### src/design/kleb_pkg.sv
// types, key codes and sizes shared by the line editor modules
// no dependencies
package kleb_pkg;

  localparam int LINE_MAX = 64;
  localparam int LEN_W    = 7;
  localparam int IDX_W    = 6;
  localparam int CH_W     = 7;
  localparam int QDEPTH   = 4;
  localparam int QPTR_W   = 2;
  localparam int QCNT_W   = 3;

  localparam logic [LEN_W-1:0] LINE_MAX_LEN = LEN_W'(LINE_MAX);

  // raw key codes
  localparam logic [7:0] KEY_PREFIX_A = 8'h00;
  localparam logic [7:0] KEY_PREFIX_B = 8'hE0;
  localparam logic [7:0] KEY_LEFT     = 8'd75;
  localparam logic [7:0] KEY_RIGHT    = 8'd77;
  localparam logic [7:0] KEY_HOME     = 8'd71;
  localparam logic [7:0] KEY_END      = 8'd79;
  localparam logic [7:0] KEY_DEL      = 8'd83;
  localparam logic [7:0] KEY_BKSP     = 8'd8;
  localparam logic [7:0] KEY_ENTER    = 8'd13;
  localparam logic [7:0] KEY_ESC      = 8'd27;
  localparam logic [7:0] KEY_PRINT_LO = 8'd32;
  localparam logic [7:0] KEY_PRINT_HI = 8'd126;

  // result kinds
  localparam logic [1:0] KIND_STATUS = 2'd0;
  localparam logic [1:0] KIND_CHAR   = 2'd1;
  localparam logic [1:0] KIND_END    = 2'd2;

  typedef enum logic [3:0] {
    OP_LEFT,
    OP_RIGHT,
    OP_HOME,
    OP_END,
    OP_DEL,
    OP_STATUS,
    OP_BKSP,
    OP_PRINT,
    OP_ENTER,
    OP_ESC
  } op_t;

  typedef struct packed {
    op_t             op;
    logic [CH_W-1:0] ch;
  } cmd_t;

  typedef enum logic [2:0] {
    B_IDLE,
    B_SH_RD,
    B_SH_WR,
    B_EM_RD,
    B_EM_OUT,
    B_STATUS
  } back_state_t;

endpackage

### src/design/kleb_front.sv
// front end: tracks the extended-key prefix and turns raw bytes into commands
// depends on kleb_pkg
module kleb_front import kleb_pkg::*; (
  input  logic       clk,
  input  logic       rst,
  input  logic       key_valid,
  output logic       key_stall,
  input  logic [7:0] key_byte,
  input  logic       q_full,
  output logic       q_push,
  output cmd_t       q_cmd
);

  logic prefix;
  logic prefix_next;
  logic accept;
  logic is_prefix;

  assign key_stall = q_full;
  assign accept    = key_valid && !key_stall;
  assign is_prefix = (key_byte == KEY_PREFIX_A) || (key_byte == KEY_PREFIX_B);

  always_comb begin
    prefix_next = prefix;
    q_push      = 1'b0;
    q_cmd.ch    = key_byte[CH_W-1:0];
    q_cmd.op    = OP_STATUS;
    if (accept) begin
      if (prefix) begin
        prefix_next = 1'b0;
        q_push      = 1'b1;
        unique case (key_byte)
          KEY_LEFT:  q_cmd.op = OP_LEFT;
          KEY_RIGHT: q_cmd.op = OP_RIGHT;
          KEY_HOME:  q_cmd.op = OP_HOME;
          KEY_END:   q_cmd.op = OP_END;
          KEY_DEL:   q_cmd.op = OP_DEL;
          default:   q_cmd.op = OP_STATUS;
        endcase
      end else if (is_prefix) begin
        prefix_next = 1'b1;
      end else begin
        q_push = 1'b1;
        if (key_byte == KEY_BKSP) begin
          q_cmd.op = OP_BKSP;
        end else if (key_byte == KEY_ENTER) begin
          q_cmd.op = OP_ENTER;
        end else if (key_byte == KEY_ESC) begin
          q_cmd.op = OP_ESC;
        end else if (key_byte >= KEY_PRINT_LO && key_byte <= KEY_PRINT_HI) begin
          q_cmd.op = OP_PRINT;
        end else begin
          q_cmd.op = OP_STATUS;
        end
      end
    end
  end

  always_ff @(posedge clk) begin
    if (rst) begin
      prefix <= 1'b0;
    end else begin
      prefix <= prefix_next;
    end
  end

endmodule

### src/design/kleb_queue.sv
// short command queue between the front end and the back end
// depends on kleb_pkg
module kleb_queue import kleb_pkg::*; (
  input  logic clk,
  input  logic rst,
  input  logic push,
  input  cmd_t push_cmd,
  output logic full,
  input  logic pop,
  output cmd_t head,
  output logic empty
);

  cmd_t              slots [QDEPTH];
  logic [QPTR_W-1:0] wr_ptr;
  logic [QPTR_W-1:0] rd_ptr;
  logic [QCNT_W-1:0] count;

  assign full  = (count == QCNT_W'(QDEPTH));
  assign empty = (count == '0);
  assign head  = slots[rd_ptr];

  always_ff @(posedge clk) begin
    if (push) begin
      slots[wr_ptr] <= push_cmd;
    end
  end

  always_ff @(posedge clk) begin
    if (rst) begin
      wr_ptr <= '0;
      rd_ptr <= '0;
      count  <= '0;
    end else begin
      if (push) begin
        wr_ptr <= wr_ptr + 1'b1;
      end
      if (pop) begin
        rd_ptr <= rd_ptr + 1'b1;
      end
      if (push && !pop) begin
        count <= count + 1'b1;
      end else if (pop && !push) begin
        count <= count - 1'b1;
      end
    end
  end

endmodule

### src/design/kleb_back.sv
// back end: line store, cursor and length, tail shifting, line read-out
// and the result register; depends on kleb_pkg
module kleb_back import kleb_pkg::*; (
  input  logic              clk,
  input  logic              rst,
  input  logic              cfg_valid,
  input  logic [LEN_W-1:0]  cfg_data,
  input  logic              q_empty,
  input  cmd_t              q_head,
  output logic              q_pop,
  output logic              res_valid,
  input  logic              res_stall,
  output logic [1:0]        kind,
  output logic [CH_W-1:0]   char_out,
  output logic [IDX_W-1:0]  char_position,
  output logic [LEN_W-1:0]  cursor_pos,
  output logic [LEN_W-1:0]  line_length,
  output logic              terminator,
  output logic              last
);

  logic [CH_W-1:0]  mem [LINE_MAX];
  logic [CH_W-1:0]  rd_data;
  logic [IDX_W-1:0] raddr;
  logic [IDX_W-1:0] waddr;
  logic [CH_W-1:0]  wdata;
  logic             we;

  back_state_t      state;
  back_state_t      state_next;
  logic [LEN_W-1:0] max_width;
  logic [LEN_W-1:0] eff_width;
  logic [LEN_W-1:0] cursor;
  logic [LEN_W-1:0] cursor_next;
  logic [LEN_W-1:0] length;
  logic [LEN_W-1:0] length_next;
  logic [LEN_W-1:0] ptr;
  logic [LEN_W-1:0] ptr_next;
  logic [LEN_W-1:0] ptr_inc;
  logic             term;
  logic             term_next;
  logic             mark;
  logic             mark_next;
  logic             out_free;
  logic             out_load;
  logic [1:0]        kind_next;
  logic [CH_W-1:0]   char_next;
  logic [IDX_W-1:0]  pos_next;
  logic [LEN_W-1:0]  cur_out_next;
  logic [LEN_W-1:0]  len_out_next;
  logic              term_out_next;
  logic              last_next;

  assign eff_width = (max_width > LINE_MAX_LEN) ? LINE_MAX_LEN : max_width;
  assign out_free  = !res_valid || !res_stall;
  assign ptr_inc   = ptr + 1'b1;
  // the shift reads one entry ahead of the one it writes
  assign raddr     = (state == B_SH_RD) ? ptr_inc[IDX_W-1:0] : ptr[IDX_W-1:0];

  always_ff @(posedge clk) begin
    if (we) begin
      mem[waddr] <= wdata;
    end
    rd_data <= mem[raddr];
  end

  always_comb begin
    state_next    = state;
    cursor_next   = cursor;
    length_next   = length;
    ptr_next      = ptr;
    term_next     = term;
    mark_next     = mark;
    q_pop         = 1'b0;
    we            = 1'b0;
    waddr         = ptr[IDX_W-1:0];
    wdata         = rd_data;
    out_load      = 1'b0;
    kind_next     = KIND_STATUS;
    char_next     = '0;
    pos_next      = '0;
    cur_out_next  = cursor;
    len_out_next  = length;
    term_out_next = 1'b0;
    last_next     = 1'b1;

    unique case (state)
      B_IDLE: begin
        if (!q_empty) begin
          q_pop      = 1'b1;
          mark_next  = 1'b0;
          state_next = B_STATUS;
          unique case (q_head.op)
            OP_LEFT: begin
              if (cursor != '0) begin
                cursor_next = cursor - 1'b1;
              end
            end
            OP_RIGHT: begin
              if (cursor < length) begin
                cursor_next = cursor + 1'b1;
              end
            end
            OP_HOME: cursor_next = '0;
            OP_END:  cursor_next = length;
            OP_DEL: begin
              if (cursor < length) begin
                ptr_next   = cursor;
                state_next = B_SH_RD;
              end
            end
            OP_BKSP: begin
              if (cursor != '0) begin
                ptr_next    = cursor - 1'b1;
                cursor_next = cursor - 1'b1;
                state_next  = B_SH_RD;
              end
            end
            OP_PRINT: begin
              waddr = cursor[IDX_W-1:0];
              wdata = q_head.ch;
              if (cursor < length) begin
                we          = 1'b1;
                cursor_next = cursor + 1'b1;
              end else if (cursor == length && length < eff_width) begin
                we          = 1'b1;
                cursor_next = cursor + 1'b1;
                length_next = length + 1'b1;
              end else begin
                // full line: key dropped without a result
                state_next = B_IDLE;
              end
            end
            OP_ENTER, OP_ESC: begin
              term_next = (q_head.op == OP_ESC);
              ptr_next  = '0;
              if (length == '0) begin
                mark_next   = 1'b1;
                cursor_next = '0;
              end else begin
                state_next = B_EM_RD;
              end
            end
            OP_STATUS: state_next = B_STATUS;
            default:   state_next = B_STATUS;
          endcase
        end
      end
      B_SH_RD: begin
        if (ptr_inc < length) begin
          state_next = B_SH_WR;
        end else begin
          length_next = length - 1'b1;
          state_next  = B_STATUS;
        end
      end
      B_SH_WR: begin
        we         = 1'b1;
        waddr      = ptr[IDX_W-1:0];
        wdata      = rd_data;
        ptr_next   = ptr_inc;
        state_next = B_SH_RD;
      end
      B_EM_RD: begin
        state_next = B_EM_OUT;
      end
      B_EM_OUT: begin
        if (out_free) begin
          out_load      = 1'b1;
          kind_next     = KIND_CHAR;
          char_next     = rd_data;
          pos_next      = ptr[IDX_W-1:0];
          cur_out_next  = '0;
          len_out_next  = '0;
          term_out_next = term;
          last_next     = (ptr_inc == length);
          if (ptr_inc == length) begin
            cursor_next = '0;
            length_next = '0;
            state_next  = B_IDLE;
          end else begin
            ptr_next   = ptr_inc;
            state_next = B_EM_RD;
          end
        end
      end
      B_STATUS: begin
        if (out_free) begin
          out_load      = 1'b1;
          kind_next     = mark ? KIND_END : KIND_STATUS;
          term_out_next = mark && term;
          state_next    = B_IDLE;
        end
      end
      default: state_next = B_IDLE;
    endcase
  end

  always_ff @(posedge clk) begin
    if (rst) begin
      state     <= B_IDLE;
      cursor    <= '0;
      length    <= '0;
      max_width <= LINE_MAX_LEN;
      res_valid <= 1'b0;
    end else begin
      state  <= state_next;
      cursor <= cursor_next;
      length <= length_next;
      if (cfg_valid) begin
        max_width <= cfg_data;
      end
      if (out_load) begin
        res_valid <= 1'b1;
      end else if (!res_stall) begin
        res_valid <= 1'b0;
      end
    end
  end

  always_ff @(posedge clk) begin
    ptr  <= ptr_next;
    term <= term_next;
    mark <= mark_next;
    if (out_load) begin
      kind          <= kind_next;
      char_out      <= char_next;
      char_position <= pos_next;
      cursor_pos    <= cur_out_next;
      line_length   <= len_out_next;
      terminator    <= term_out_next;
      last          <= last_next;
    end
  end

endmodule

### src/design/keystroke_line_edit_buffer.sv
// top level of the keystroke line editor: front end, command queue, back end
// depends on kleb_pkg, kleb_front, kleb_queue, kleb_back
//
// Keystroke line editor. Raw keyboard bytes enter on key_valid/key_stall and
// results leave on res_valid/res_stall; the user must write max_width on
// cfg_valid/cfg_ready only while the editor is idle; the block itself does
// not enforce this (cfg_ready is always high). The front end takes one byte
// per cycle into a four-entry command queue while it has room, so key_stall
// only rises when four commands wait. The back end works one command at a
// time around a 64-entry line memory with one read and one write port and a
// registered read: a cursor move, overwrite, append or other status key goes
// straight to its status result; delete and backspace first shift the tail,
// one memory read and one write per character after the removed one; enter
// and escape read the line out as one character result per character, or
// give the end marker of an empty line. A printable key on a full line gives
// no result. A stalled result holds the back end; the front end keeps taking
// bytes until the queue is full. No clearing pass after reset.
module keystroke_line_edit_buffer import kleb_pkg::*; (
  input  logic              clk,
  input  logic              rst,
  input  logic              cfg_valid,
  output logic              cfg_ready,
  input  logic [LEN_W-1:0]  cfg_data,
  input  logic              key_valid,
  output logic              key_stall,
  input  logic [7:0]        key_byte,
  output logic              res_valid,
  input  logic              res_stall,
  output logic [1:0]        kind,
  output logic [CH_W-1:0]   char_out,
  output logic [IDX_W-1:0]  char_position,
  output logic [LEN_W-1:0]  cursor_pos,
  output logic [LEN_W-1:0]  line_length,
  output logic              terminator,
  output logic              last
);

  logic q_push;
  cmd_t q_cmd;
  logic q_full;
  logic q_pop;
  cmd_t q_head;
  logic q_empty;

  assign cfg_ready = 1'b1;

  kleb_front u_front (
    .clk       (clk),
    .rst       (rst),
    .key_valid (key_valid),
    .key_stall (key_stall),
    .key_byte  (key_byte),
    .q_full    (q_full),
    .q_push    (q_push),
    .q_cmd     (q_cmd)
  );

  kleb_queue u_queue (
    .clk      (clk),
    .rst      (rst),
    .push     (q_push),
    .push_cmd (q_cmd),
    .full     (q_full),
    .pop      (q_pop),
    .head     (q_head),
    .empty    (q_empty)
  );

  kleb_back u_back (
    .clk           (clk),
    .rst           (rst),
    .cfg_valid     (cfg_valid && cfg_ready),
    .cfg_data      (cfg_data),
    .q_empty       (q_empty),
    .q_head        (q_head),
    .q_pop         (q_pop),
    .res_valid     (res_valid),
    .res_stall     (res_stall),
    .kind          (kind),
    .char_out      (char_out),
    .char_position (char_position),
    .cursor_pos    (cursor_pos),
    .line_length   (line_length),
    .terminator    (terminator),
    .last          (last)
  );

`ifndef SYNTH
  // a status never shows the cursor past the end of the line
  a_cursor_in_line: assert property (@(posedge clk) disable iff (rst)
    res_valid && kind == KIND_STATUS |-> cursor_pos <= line_length && !terminator)
    else $error("cursor beyond line length");

  // the line never grows past its capacity
  a_length_cap: assert property (@(posedge clk) disable iff (rst)
    res_valid |-> line_length <= LINE_MAX_LEN)
    else $error("line length beyond capacity");

  // line read-out and end-marker results report zero cursor and length
  a_readout_clear: assert property (@(posedge clk) disable iff (rst)
    res_valid && kind != KIND_STATUS |-> cursor_pos == '0 && line_length == '0)
    else $error("line read-out with nonzero cursor or length");

  // an empty-line marker is always the only result of its key
  a_marker_last: assert property (@(posedge clk) disable iff (rst)
    res_valid && kind == KIND_END |-> last && char_out == '0)
    else $error("end marker not final");
`endif

endmodule

### config.mk
export PLATFORM = sky130hd
export DESIGN_NAME = keystroke_line_edit_buffer
export DESIGN_NICKNAME = d
export VERILOG_FILES = /design/src/design/kleb_pkg.sv /design/src/design/kleb_front.sv /design/src/design/kleb_queue.sv /design/src/design/kleb_back.sv /design/src/design/keystroke_line_edit_buffer.sv
export SDC_FILE = /design/constraint.sdc
export NUM_CORES = 1
export LEC_CHECK = 0
export BUFFER_PORTS_ARGS = -buffer_cell sky130_fd_sc_hd__clkbuf_2
export CORE_ASPECT_RATIO = 0.9
export CORE_MARGIN = 2
export CORE_UTILIZATION = 60
export DETAILED_ROUTE_END_ITERATION = 8
export GPL_ROUTABILITY_DRIVEN = 0
export PLACE_DENSITY = 0.79
export SLEW_MARGIN = 30
export SYNTH_ARGS = -nofsm -noshare
export SYNTH_HDL_FRONTEND = slang
export SYNTH_SLANG_ARGS = --single-unit
export TNS_END_PERCENT = 10
### constraint.sdc
create_clock -name clk -period 4.2 [get_ports clk]
set_input_delay 0.21 -clock clk [delete_from_list [all_inputs] [get_ports clk]]
set_output_delay 0.21 -clock clk [all_outputs]
set_load 0.005 [all_outputs]
==> flow_summary.yaml <==
yosys:
  synth_area_leaders: "edfxtp_1 66%, mux4_2 9.7%, dfxtp_1 3.5%, nor2_1 2.1%, mux2i_1 1.9%"
  yosys.cell_types.count: 74
  async_flop_share_pct: 0
  yosys.area_share.xor_xnor_pct: 0.978
  synth.avg_cell_area_um2: 16.2
  synth_seq_cells: 574
  synth_compound_area_share_pct: 5.89
  yosys.area_share.simple_pct: 7.69
  synth_edf_count: 532
  yosys_warnings: 0
  synthAdderAreaFrac_pct: 1.87
  yosysTopAreaCellShare_pct: 66.0
  synth_top_family_by_area: "multiplexers"
  synth_nets: 1550
  syn-cell-area_mm2: 0.0242
  ys.flop_type: "edfxtp_1"
  synthMuxAreaShare_pct: 12.2
  synthCells: 1495
  yosysSeqAreaShare_pct: 69.5
  yosysTopAreaCell: "edfxtp_1"
worst_setup_path:
  path_cells: "or3b_1 > inv_4 > xnor2_2 > buf_12 > mux4_2 > a22o_1 > a211oi_1 > nand4_1"
  cp-end-kind: "flop"
  crit_path_start_kind: "flop"
  crit_path_max_incr_delay_ns: 0.61
  critPathKind: "reg2reg"
  crit_slowest_cell: "dfxtp_1"
  critPathRequiredTime_ns: 4.67
  crit_family: "compound AO/OA/AOI/OAI gates"
  cp_max_fo: 43
  arrival_ns: 4.38
  cp_num_buf_inv: 2
flow_run:
  drv_cap: 0
cts:
  cts_resized: 0
  cts_made_buffers: 53
  clockBufferDepth: 3
  cts_sinks: 574
  cts_tree: "yes"
  cts_setup_buffers: 0
  clockRootBuffer: "clkbuf_16"
  cts.clk_slew.worst_paths_ns: 0.06
  insertion_delay_ns: 0.62
  holdBufCountCts: 18
  cts-htree-levels: 2
floorplanning:
  initial_core_util_pct: 61.0
  die_area_mm2: 0.0419
  pin_count: 54
  core_area_mm2: 0.0396
  die-width_um: 216
  die_h_um: 194
  num_rows: 69
timing:
  period_share_pct: 93.1
  setup_viol: 0
  fin_setup_tns_ns: 0
  hold_viol_final: 0
  period_needed_ns: 3.91
  rsz0062_at_grt: "false"
  maxSlewViolCount: 0
  worst_pin_slew_ns: 0.922
  fin_skew_ns: 0.0272
  max_freq_mhz: 256
  relSlewSlack_pct: 38.6
finish:
  nets: 1699
  finish.instance_area_mm2: 0.0277
  layout_common_cells: "532 x edfxtp_1, 134 x nor2_1, 104 x mux4_2, 95 x nand2_1, 90 x buf_4"
  regArea_mm2: 0.0168
  mostFrequentLayoutCell: "edfxtp_1"
  area_growth_pct: 14.3
  fillers: 2420
  multi_input_area_mm2: 0.00700
  antennaDiodeCount: 0
  drive_above_1_share_pct: 20.9
routing:
  dr.first_iter.drc_count: 1877
  ant_nets: 0
  drc: 0
  drtPass1Iterations: 6
  route.detailed.wl_per_inst_um: 25.9
  routed_wirelength_um: 57400
  vias: 14600
  via_per_inst: 6.56
placed_design:
  post-dp-hpwl_um: 36400
  io_buffers: 52
  placed_area_mm2: 0.0257
power_and_ir_drop:
  peakVddDrop_mv: 0.585
  power.leakage_nw: 9.41
  powerDensity_mw_per_mm2: 752
  power_mw: 20.8
worst_hold_path:
  hold_class: "in2reg"
outcome:
  outcome: "completed"
global_route:
  track_usage_pct: 27.9
  grt-ovfl-total: 0
  grt_util_met3_pct: 6.93
  antenna_found_initial: 0
  use_met1_pct: 39.9
  first_global_vias: 14300
  use_met2_pct: 42.4
  grt_pass1_wl_um: 87300
  top_usage_layer: "met2"
  grt_max_degree: 65
==> sequential cells by signal (all words and copies together) (netlist names), 6 cells and up, named ones only <==
register              flops
u_back.ptr                7
u_back.length             7
u_back.cursor             7
u_back.char_out           7
u_back.line_length        7
u_back.char_position      6
u_back.mem              448
u_back.rd_data            7
u_back.cursor_pos         7
u_back.max_width          7
u_queue.slots            44
==> tightest hold or removal path, cell delays in order <==
cell      delay [ns]
clkbuf_2        0.22
mux2i_1         0.11
nor2_1          0.07
==> path summary, 6_finish.rpt <==
path	end	startpoint	slack, ns	cells after the start
setup reg to reg	u_back.rd_data[2]$_DFF_P_	u_back.state[0]$_SDFFE_PP0P_	0.29	8
setup / recovery	u_back.rd_data[2]$_DFF_P_	u_back.state[0]$_SDFFE_PP0P_	0.29	8
hold reg to reg	u_back.max_width[2]$_SDFFE_PP0P_	u_back.max_width[2]$_SDFFE_PP0P_	0.53	2
hold / removal	u_back.max_width[5]$_SDFFE_PP0P_	cfg_valid	0.03	3
==> synthesized netlist by cell type, types with 4 or more instances <==
cell type and count:
a211o_1 4, a211oi_1 10, a21oi_1 40, a22o_1 9, a22oi_1 43, a31oi_1 8
and2_1 16, and3_1 24, and4_1 4, buf_1 4, buf_2 13, buf_4 4
clkbuf_1 52, dfxtp_1 42, edfxtp_1 532, ha_1 33, inv_1 29, mux2_2 5
mux2i_1 47, mux4_2 104, nand2_1 102, nand2b_1 11, nand3_1 28, nand4_1 12
nor2_1 134, nor2b_1 6, nor3_1 15, nor4_1 5, o211ai_1 10, o21ai_0 25
o22ai_1 4, o2bb2ai_1 6, o31ai_1 4, o32ai_1 7, or3_1 11, xnor2_1 14
xor2_1 13
==> layout make-up <==
class | count | area share (%)
flip-flops and latches | 574 | 60.8
inverters | 31 | 0.430
well taps | 532 | 2.41
multi-input cells | 815 | 25.3
repair buffers | 169 | 4.65
clock inverters | 30 | 1.33
clock buffers | 68 | 5.08
==> metal layers <==
metal | wire length, um | part of all wire [%]
met1 | 22300 | 39
met2 | 26800 | 47
met3 | 6490 | 11
met4 | 1860 | 3.2
met5 | 0 | 0
==> through the flow <==
step | hold slack [ns] | setup WS (ns) | utilization (%) | std cells
after detailed placement | 0.435 | 0.414 | 64.8 | 2101
final | 0.0295 | 0.291 | 69.8 | 2219
after global routing | 0.0674 | 0.213 | 69.8 | 2219
after floorplan | 0.309 | 0.984 | - | 1495
after global placement | 0.441 | 0.456 | 64.8 | 2101
after CTS | 0.00327 | 0.334 | 69.7 | 2217
==> cells by family (layout without fill, tap and decap cells) <==
logic type	after synthesis	after routing
flip-flops	574	574
adder cells (fa/ha/maj)	35	35
AND/OR/NAND/NOR	389	389
buffers and inverters	106	298
XOR/XNOR	27	27
other	1	1
multiplexers	159	159
AO/OA/AOI/OAI	204	204
==> report_power, final <==
group | internal [mW] | switching (mW) | leakage, nW
clock network | 2.86 | 2.08 | 0.864
logic | 3.17 | 4.94 | 3.36
registers | 7.47 | 0.268 | 5.19
Power figures use the tool's default switching activity.
